`src/rtl/core/prd_pkg.sv`:
```
// ----------------------------------------------------------------------------
// Packet route decision package
// Beat types, function and verdict codes, and default parameter values shared
// by the route decision modules.
// ----------------------------------------------------------------------------
`default_nettype none

package prd_pkg;

  localparam int unsigned DEF_PORT_BASE    = 1;
  localparam int unsigned DEF_PORT_COUNT   = 31;
  localparam int unsigned DEF_LOGICAL_BASE = 32;
  localparam int unsigned DEF_ROUTE_COUNT  = 224;

  localparam int unsigned MASK_W = 31;

  typedef enum logic [1:0] {
    FUNC_ROUTE    = 2'd0,
    FUNC_ROUTE_WR = 2'd1,
    FUNC_PORT_WR  = 2'd2,
    FUNC_NONE     = 2'd3
  } func_e;

  typedef enum logic [2:0] {
    VERDICT_FORWARD = 3'd0,
    VERDICT_WAIT    = 3'd1,
    VERDICT_EMPTY   = 3'd2,
    VERDICT_INVALID = 3'd3,
    VERDICT_NOROUTE = 3'd4,
    VERDICT_NOPORT  = 3'd5,
    VERDICT_BACKLOG = 3'd6,
    VERDICT_TOOLONG = 3'd7
  } verdict_e;

  typedef struct packed {
    logic [1:0]        func;
    logic [7:0]        first_byte;
    logic [15:0]       packet_length;
    logic              more_waiting;
    logic [MASK_W-1:0] ready_mask;
    logic [4:0]        port_field;
    logic              route_pop;
    logic              entry_enable;
    logic [15:0]       port_max_len;
  } in_beat_t;

  typedef struct packed {
    logic [2:0]  verdict;
    logic [4:0]  out_port;
    logic [15:0] out_length;
    logic        popped;
  } out_beat_t;

  // Packet header after the route store read.
  typedef struct packed {
    logic              vld;
    logic [7:0]        dest;
    logic [15:0]       len;
    logic              more;
    logic [MASK_W-1:0] mask;
    logic              rt_ok;
    logic              rt_pop;
    logic [4:0]        rt_port;
  } lookup_t;

endpackage

`default_nettype wire

```
`src/rtl/core/prd_route_lookup.sv`:
```
// ----------------------------------------------------------------------------
// Route lookup
// Holds the route store, takes route writes and reads the entry selected by a
// logical address, one beat per cycle while adv_i is high.
// ----------------------------------------------------------------------------
`default_nettype none

module prd_route_lookup #(
  parameter int unsigned LOGICAL_BASE = prd_pkg::DEF_LOGICAL_BASE,
  parameter int unsigned ROUTE_COUNT  = prd_pkg::DEF_ROUTE_COUNT
) (
  input  wire logic             clk_i,
  input  wire logic             rst_ni,
  input  wire logic             adv_i,
  input  wire logic             acc_i,
  input  wire prd_pkg::in_beat_t in_data_i,
  output prd_pkg::lookup_t      lkp_o
);
  import prd_pkg::*;

  localparam int unsigned RIDX_W = (ROUTE_COUNT > 1) ? $clog2(ROUTE_COUNT) : 1;

  logic [6:0]             mem [ROUTE_COUNT];
  logic [ROUTE_COUNT-1:0] ent_vld_q;

  logic [8:0]        diff;
  logic              in_rng;
  logic [RIDX_W-1:0] idx;
  logic              wr_en;

  logic              vld_q;
  logic [7:0]        dest_q;
  logic [15:0]       len_q;
  logic              more_q;
  logic [MASK_W-1:0] mask_q;
  logic [6:0]        rdata_q;
  logic              hit_q;

  assign diff   = {1'b0, in_data_i.first_byte} - 9'(LOGICAL_BASE);
  assign in_rng = ({1'b0, in_data_i.first_byte} >= 9'(LOGICAL_BASE)) &&
                  (diff < 9'(ROUTE_COUNT));
  assign idx    = in_rng ? diff[RIDX_W-1:0] : '0;
  assign wr_en  = acc_i && (in_data_i.func == FUNC_ROUTE_WR) && in_rng;

  always_ff @(posedge clk_i) begin
    if (wr_en) begin
      mem[idx] <= {in_data_i.entry_enable, in_data_i.route_pop, in_data_i.port_field};
    end
    if (adv_i) begin
      rdata_q <= mem[idx];
      dest_q  <= in_data_i.first_byte;
      len_q   <= in_data_i.packet_length;
      more_q  <= in_data_i.more_waiting;
      mask_q  <= in_data_i.ready_mask;
    end
  end

  always_ff @(posedge clk_i or negedge rst_ni) begin
    if (!rst_ni) begin
      ent_vld_q <= '0;
      vld_q     <= 1'b0;
      hit_q     <= 1'b0;
    end else begin
      if (wr_en) begin
        ent_vld_q[idx] <= 1'b1;
      end
      if (adv_i) begin
        vld_q <= acc_i && (in_data_i.func == FUNC_ROUTE);
        hit_q <= in_rng && ent_vld_q[idx];
      end
    end
  end

  always_comb begin
    lkp_o.vld     = vld_q;
    lkp_o.dest    = dest_q;
    lkp_o.len     = len_q;
    lkp_o.more    = more_q;
    lkp_o.mask    = mask_q;
    lkp_o.rt_ok   = hit_q && rdata_q[6];
    lkp_o.rt_pop  = rdata_q[5];
    lkp_o.rt_port = rdata_q[4:0];
  end

endmodule

`default_nettype wire

```
`src/rtl/core/prd_port_check.sv`:
```
// ----------------------------------------------------------------------------
// Port check
// Resolves the target port, reads the port store and forms the verdict.
// Also takes port writes.
// ----------------------------------------------------------------------------
`default_nettype none

module prd_port_check #(
  parameter int unsigned PORT_BASE    = prd_pkg::DEF_PORT_BASE,
  parameter int unsigned PORT_COUNT   = prd_pkg::DEF_PORT_COUNT,
  parameter int unsigned LOGICAL_BASE = prd_pkg::DEF_LOGICAL_BASE
) (
  input  wire logic              clk_i,
  input  wire logic              rst_ni,
  input  wire logic              adv_i,
  input  wire logic              acc_i,
  input  wire prd_pkg::in_beat_t  in_data_i,
  input  wire prd_pkg::lookup_t   lkp_i,
  output logic                   res_vld_o,
  output prd_pkg::out_beat_t     res_o
);
  import prd_pkg::*;

  localparam int unsigned PIDX_W = (PORT_COUNT > 1) ? $clog2(PORT_COUNT) : 1;

  logic [16:0]           mem [PORT_COUNT];
  logic [PORT_COUNT-1:0] ent_vld_q;

  // Port writes.
  logic [5:0]        wr_diff;
  logic              wr_rng;
  logic [PIDX_W-1:0] wr_idx;
  logic              wr_en;

  // Header resolution.
  logic              logical;
  logic              early;
  verdict_e          early_v;
  logic              pop;
  logic [7:0]        port8;
  logic [8:0]        p_diff;
  logic              p_rng;
  logic [PIDX_W-1:0] p_idx;
  logic [15:0]       newlen;

  logic              vld_q;
  logic              early_q;
  verdict_e          early_v_q;
  logic [4:0]        port_q;
  logic [15:0]       newlen_q;
  logic              pop_q;
  logic              p_rng_q;
  logic              more_q;
  logic              rdy_q;
  logic [16:0]       pdata_q;
  logic              pent_vld_q;

  logic              present;
  verdict_e          verdict;

  assign wr_diff = {1'b0, in_data_i.port_field} - 6'(PORT_BASE);
  assign wr_rng  = ({1'b0, in_data_i.port_field} >= 6'(PORT_BASE)) &&
                   (wr_diff < 6'(PORT_COUNT));
  assign wr_idx  = wr_rng ? wr_diff[PIDX_W-1:0] : '0;
  assign wr_en   = acc_i && (in_data_i.func == FUNC_PORT_WR) && wr_rng;

  always_comb begin
    logical = lkp_i.dest >= 8'(LOGICAL_BASE);
    pop     = logical ? lkp_i.rt_pop : 1'b1;
    port8   = logical ? {3'b000, lkp_i.rt_port} : lkp_i.dest;
    newlen  = lkp_i.len - {15'd0, pop};
    p_diff  = {1'b0, port8} - 9'(PORT_BASE);
    p_rng   = ({1'b0, port8} >= 9'(PORT_BASE)) && (p_diff < 9'(PORT_COUNT));
    p_idx   = p_rng ? p_diff[PIDX_W-1:0] : '0;
    early   = 1'b1;
    early_v = VERDICT_EMPTY;
    if (lkp_i.len == 16'd0) begin
      early_v = VERDICT_EMPTY;
    end else if ({1'b0, lkp_i.dest} < 9'(PORT_BASE)) begin
      early_v = VERDICT_INVALID;
    end else if (logical && !lkp_i.rt_ok) begin
      early_v = VERDICT_NOROUTE;
    end else begin
      early = 1'b0;
    end
  end

  always_ff @(posedge clk_i) begin
    if (wr_en) begin
      mem[wr_idx] <= {in_data_i.entry_enable, in_data_i.port_max_len};
    end
    if (adv_i) begin
      pdata_q   <= mem[p_idx];
      early_q   <= early;
      early_v_q <= early_v;
      port_q    <= port8[4:0];
      newlen_q  <= newlen;
      pop_q     <= pop;
      p_rng_q   <= p_rng;
      more_q    <= lkp_i.more;
      rdy_q     <= p_rng && lkp_i.mask[p_idx];
    end
  end

  always_ff @(posedge clk_i or negedge rst_ni) begin
    if (!rst_ni) begin
      ent_vld_q  <= '0;
      vld_q      <= 1'b0;
      pent_vld_q <= 1'b0;
    end else begin
      if (wr_en) begin
        ent_vld_q[wr_idx] <= 1'b1;
      end
      if (adv_i) begin
        vld_q      <= lkp_i.vld;
        pent_vld_q <= ent_vld_q[p_idx];
      end
    end
  end

  always_comb begin
    present = pent_vld_q && pdata_q[16];
    if (early_q) begin
      verdict = early_v_q;
    end else if (!p_rng_q || !present) begin
      verdict = VERDICT_NOPORT;
    end else if (!rdy_q) begin
      verdict = more_q ? VERDICT_BACKLOG : VERDICT_WAIT;
    end else if (newlen_q > pdata_q[15:0]) begin
      verdict = VERDICT_TOOLONG;
    end else begin
      verdict = VERDICT_FORWARD;
    end
  end

  always_comb begin
    res_vld_o        = vld_q;
    res_o.verdict    = verdict;
    res_o.out_port   = early_q ? 5'd0 : port_q;
    res_o.out_length = early_q ? 16'd0 : newlen_q;
    res_o.popped     = early_q ? 1'b0 : pop_q;
  end

endmodule

`default_nettype wire

```
`src/rtl/core/packet_route_decision.sv`:
```
// ----------------------------------------------------------------------------
// Packet route decision
// Decides the fate of a packet from its first byte and length, using a route
// store and a port store that write beats fill.
// ----------------------------------------------------------------------------
//   Channel   Signals                               Direction
//   in        in_valid_i, in_ready_o, in_data_i     packet header or write beat
//   out       out_valid_o, out_ready_i, out_data_o  verdict beat, route beats only
//
// One beat is taken every cycle while the output is not stalled; a verdict
// passes through the route store read, the port store read and the output
// register. Write beats go through the same pipeline and give no result.
// Reset clears the valid bit of every store entry at once, so there is no
// clearing pass. A stalled output holds the whole pipeline and the input.
// ----------------------------------------------------------------------------
`default_nettype none

module packet_route_decision #(
  parameter int unsigned PORT_BASE    = prd_pkg::DEF_PORT_BASE,
  parameter int unsigned PORT_COUNT   = prd_pkg::DEF_PORT_COUNT,
  parameter int unsigned LOGICAL_BASE = prd_pkg::DEF_LOGICAL_BASE,
  parameter int unsigned ROUTE_COUNT  = prd_pkg::DEF_ROUTE_COUNT
) (
  input  wire logic               clk_i,
  input  wire logic               rst_ni,
  input  wire logic               in_valid_i,
  output logic                    in_ready_o,
  input  wire prd_pkg::in_beat_t   in_data_i,
  output logic                    out_valid_o,
  input  wire logic               out_ready_i,
  output prd_pkg::out_beat_t      out_data_o
);
  import prd_pkg::*;

  logic      adv;
  logic      acc;
  lookup_t   lkp;
  logic      res_vld;
  out_beat_t res;
  logic      out_valid_q;
  out_beat_t out_data_q;

  assign adv = !out_valid_q || out_ready_i;
  assign acc = in_valid_i && adv;

  prd_route_lookup #(
    .LOGICAL_BASE(LOGICAL_BASE),
    .ROUTE_COUNT (ROUTE_COUNT)
  ) u_route (
    .clk_i    (clk_i),
    .rst_ni   (rst_ni),
    .adv_i    (adv),
    .acc_i    (acc),
    .in_data_i(in_data_i),
    .lkp_o    (lkp)
  );

  prd_port_check #(
    .PORT_BASE   (PORT_BASE),
    .PORT_COUNT  (PORT_COUNT),
    .LOGICAL_BASE(LOGICAL_BASE)
  ) u_port (
    .clk_i    (clk_i),
    .rst_ni   (rst_ni),
    .adv_i    (adv),
    .acc_i    (acc),
    .in_data_i(in_data_i),
    .lkp_i    (lkp),
    .res_vld_o(res_vld),
    .res_o    (res)
  );

  always_ff @(posedge clk_i or negedge rst_ni) begin
    if (!rst_ni) begin
      out_valid_q <= 1'b0;
    end else if (adv) begin
      out_valid_q <= res_vld;
    end
  end

  always_ff @(posedge clk_i) begin
    if (adv) begin
      out_data_q <= res;
    end
  end

  assign in_ready_o  = adv;
  assign out_valid_o = out_valid_q;
  assign out_data_o  = out_data_q;

endmodule

`default_nettype wire
```
`config.mk`:
```
export PLATFORM = sky130hd
export DESIGN_NAME = packet_route_decision
export DESIGN_NICKNAME = d
export VERILOG_FILES = /design/src/rtl/core/prd_pkg.sv /design/src/rtl/core/prd_route_lookup.sv /design/src/rtl/core/prd_port_check.sv /design/src/rtl/core/packet_route_decision.sv
export SDC_FILE = /design/constraint.sdc
export NUM_CORES = 2
export LEC_CHECK = 0
export BUFFER_PORTS_ARGS = -buffer_cell sky130_fd_sc_hd__buf_2
export CAP_MARGIN = 25
export CORE_MARGIN = 2
export CORE_UTILIZATION = 45
export CTS_CLUSTER_SIZE = 28
export DETAILED_ROUTE_END_ITERATION = 16
export SLEW_MARGIN = 20
export SYNTH_ARGS = -nofsm -noshare
export SYNTH_HDL_FRONTEND = slang
export SYNTH_SLANG_ARGS = --single-unit
```
`constraint.sdc`:
```
create_clock -name clk_i -period 5.16 [get_ports clk_i]
set_clock_uncertainty 0.2 [all_clocks]
set_input_delay 0.258 -clock clk_i [delete_from_list [all_inputs] [get_ports clk_i]]
set_output_delay 0.258 -clock clk_i [all_outputs]
set_load 0.01 [all_outputs]
```
==> run metrics <==
outcome=complete, no violations; Placed Area=0.106 mm2; Area Overhead vs Synth=17.4%; Max FO, Critical Path=12; Finished Layout Cells=10200; Critical Path RT=5.76 ns; prevailing post-synth register cell=edfxtp_1; row count=172; DP HPWL=209000 um; WL per Instance=32.8 um; Max-Cap Viols=0; Iter 0 DRT Violations=10000; Yosys cell types=89; via count of the routed design=65100; pre-CTS WS=-0.0106 ns; Nets=7260; total grt overflow=0; number of fill cells=17800; Min Hold Slack=0.0849 ns; die area=0.224 mm2; first-pass GRT wire length=472000 um; termination of the worst setup path=u_port.pdata_q[12]$_DFFE_PN_; setup tns final=0 ns; min setup slack post-route=0.0559 ns; worst-margin pin slew=1.15 ns; delay-heaviest family, CP=simple AND/OR/NAND/NOR gates; post-synthesis register bit count=2489; vias in the first global route=62600; antenna violations before repair=22; Worst R2R Start=u_route.dest_q[6]$_DFFE_PN_; worst reg-to-reg path cell count=11; Crit path depth=11; Final Setup Violations=0; total CTS buffers=281; mapped cell area=0.0989 mm2; PwrDens=425 mW/mm2; dpl cells=9600; final hold vios=0; peak supply drop=0.000314 V; layout cells sized above 1=0.192; Slew Limit Fails=0; r2r setup slk=0.06 ns; Final GP Congestion=0.967; post-synthesis sequential area ratio=0.743; part of the cycle the worst path needs=0.989; die span in x=473 um; Worst Path Buf+Inv=0; Max stage delay cell, worst path=a311oi_1; sequence of cells on the critical path=or3_1 > mux2i_4 > ha_1 > nor4bb_1 > nand4b_1 > o21a_1 > nand4_1 > nand3_1 > a311oi_1 > nor3_1 > nand3_1; crit path from=u_route.dest_q[6]$_DFFE_PN_; H-tree depth=5; largest net degree at the start of global routing=137; Leak Pwr=40.9 nW; I/O Buffers=111; Setup Crit Path Kind=register to register; Synth Instances=6582; average cell area after synthesis=15.0 um2; Post-synth EDFFs=2229; Hold Path Stages=3; Initial Utilization=0.451; critical path endpoint category=register; total wire length=336000 um; GRT Util Overall=0.295; post-CTS setup buffers=0; CTS tree=built; clk root buf=clkbuf_16; RSZ-0062 raised after global routing=false; Final Cell Area=0.116 mm2; Final Power=49.3 mW; Initial DRT Pass Iterations=9; Core Area=0.219 mm2; clk_lat worst skew=0.93 ns; final worst path period need=5.10 ns; clk sink count=2489; Worst path most repeated cell=nand3_1; detailed-route vias per instance=6.36; slew margin rel.=0.228; Post-Route Utilization=0.530; Yosys warnings=0; Async S/R FF share, synth=0.104; f_max=196 MHz; clock buffer depth=4; max incr delay on CP=0.69 ns; Worst setup SP type=register; IO Count=112; residual DRC count=0; FF-to-FF End=u_port.pdata_q[12]$_DFFE_PN_; Die Y=473 um; DRT antenna net count=0; syn_nets=6693; clock-pin slew on the worst setup and hold paths=0.06 ns; worst min path class=input port to register; critical path arrival=5.70 ns
[cell usage after synthesis (54+ instances only)]
cell type,n,area [um2]
a211oi_1,81,608
a21oi_1,351,1760
a221oi_1,56,490
a222oi_1,85,851
a22oi_1,94,706
a311oi_1,54,473
a31oi_1,79,494
buf_1,94,353
buf_2,63,315
clkbuf_1,287,1080
dfrtp_1,260,6510
edfxtp_1,2229,66900
inv_1,72,270
mux2_2,127,1430
mux2i_1,276,2760
nand2_1,386,1450
nand3_1,79,395
nor2_1,568,2130
nor2b_1,59,369
nor3_1,74,370
o21ai_0,190,951
o22ai_1,151,945
or2_2,198,1240
[layer usage]
layer	share of wire	GRT usage	vias to the layer above
met5	0.00047	0	-
met4	0.057	0.148	18
met3	0.11	0.0710	889
met2	0.45	0.444	4065
met1	0.39	0.401	33300
li1	-	-	26900
[placed cells by master, fill, tap and decap left out, types with 54 or more instances in the layout]
master,instances
a311oi_1,54
clkbuf_1,63
mux2_2,127
o21ai_0,190
nor2_1,557
nand2_1,385
dlygate4sd3_1,133
nor2b_1,56
nor3_1,70
mux2i_1,276
or2_2,198
buf_2,101
a222oi_1,85
a211oi_1,81
dfrtp_1,260
nand3_1,73
a22oi_1,94
clkbuf_16,289
a31oi_1,79
o22ai_1,151
buf_4,427
edfxtp_1,2229
inv_1,70
buf_12,58
a221oi_1,56
a21oi_1,350
[cells by family after synthesis]
group                    Yosys count  synth area share
flip-flops                      2489             0.743
XOR/XNOR                          20           0.00177
adder cells (fa/ha/maj)           26           0.00329
multiplexers                     440            0.0507
AO/OA/AOI/OAI                   1501             0.105
buffers and inverters            522            0.0210
AND/OR/NAND/NOR                 1584            0.0753
[worst min-delay path, stage by stage]
cell    delay, ns
buf_8        0.17
buf_4        0.25
buf_12       0.20
[worst min-delay path by stage]
stage	end	slack, ns	startpoint
global placement	u_route.ent_vld_q[161]$_DFFE_PN0P_	0.09	rst_ni
detailed placement	u_route.ent_vld_q[161]$_DFFE_PN0P_	0.10	rst_ni
finish	u_route.dest_q[0]$_DFFE_PN_	0.08	in_data_i[71]
global route	u_route.dest_q[0]$_DFFE_PN_	0.03	in_data_i[71]
floorplan	out_valid_o$_DFFE_PN0N_	-0.24	rst_ni
CTS	u_route.mem[77][5]$_DFFE_PP_	0.02	in_data_i[17]
[where the power goes]
part | switching [mW] | internal (mW)
Sequential | 0.289 | 22.4
Clock | 7.87 | 11.3
Combinational | 5.11 | 2.30
[flip-flops by register name, summed over array words and instances (netlist names)]
name and count:
u_port.res_vld_o 1, u_port.pent_vld_q 1, u_route.hit_q 1, u_route.mask_q 31, u_route.mem 1568, u_port.rdy_q 1
u_route.len_q 16, u_port.pdata_q 17, u_route.dest_q 8, u_port.pop_q 1, u_port.newlen_q 16, u_port.mem 527
u_port.early_v_q 3, u_port.p_rng_q 1, u_route.rdata_q 7, u_route.more_q 1, u_port.more_q 1, u_route.ent_vld_q 224
out_valid_o 1, out_data_o 25, u_port.ent_vld_q 31, u_route.vld_q 1, u_port.port_q 5, u_port.early_q 1
[what timing repair did]
action,in CTS,in global routing
hold endpoints to repair,1196,49
resized for setup,0,3
hold buffers,133,1
setup endpoints to repair,0,13
[layout make-up]
cell class / instances / area (um2) / area share
diodes: 9 / 22.5 / 0.000194
clock buffers: 378 / 7830 / 0.0674
clock inverters: 106 / 902 / 0.00777
inverters: 73 / 282 / 0.00242
multi-input cells: 3571 / 23600 / 0.203
flip-flops and latches: 2489 / 73400 / 0.632
well taps: 2871 / 3590 / 0.0309
repair buffers: 733 / 6440 / 0.0555
(Power assumes the default switching activity.)
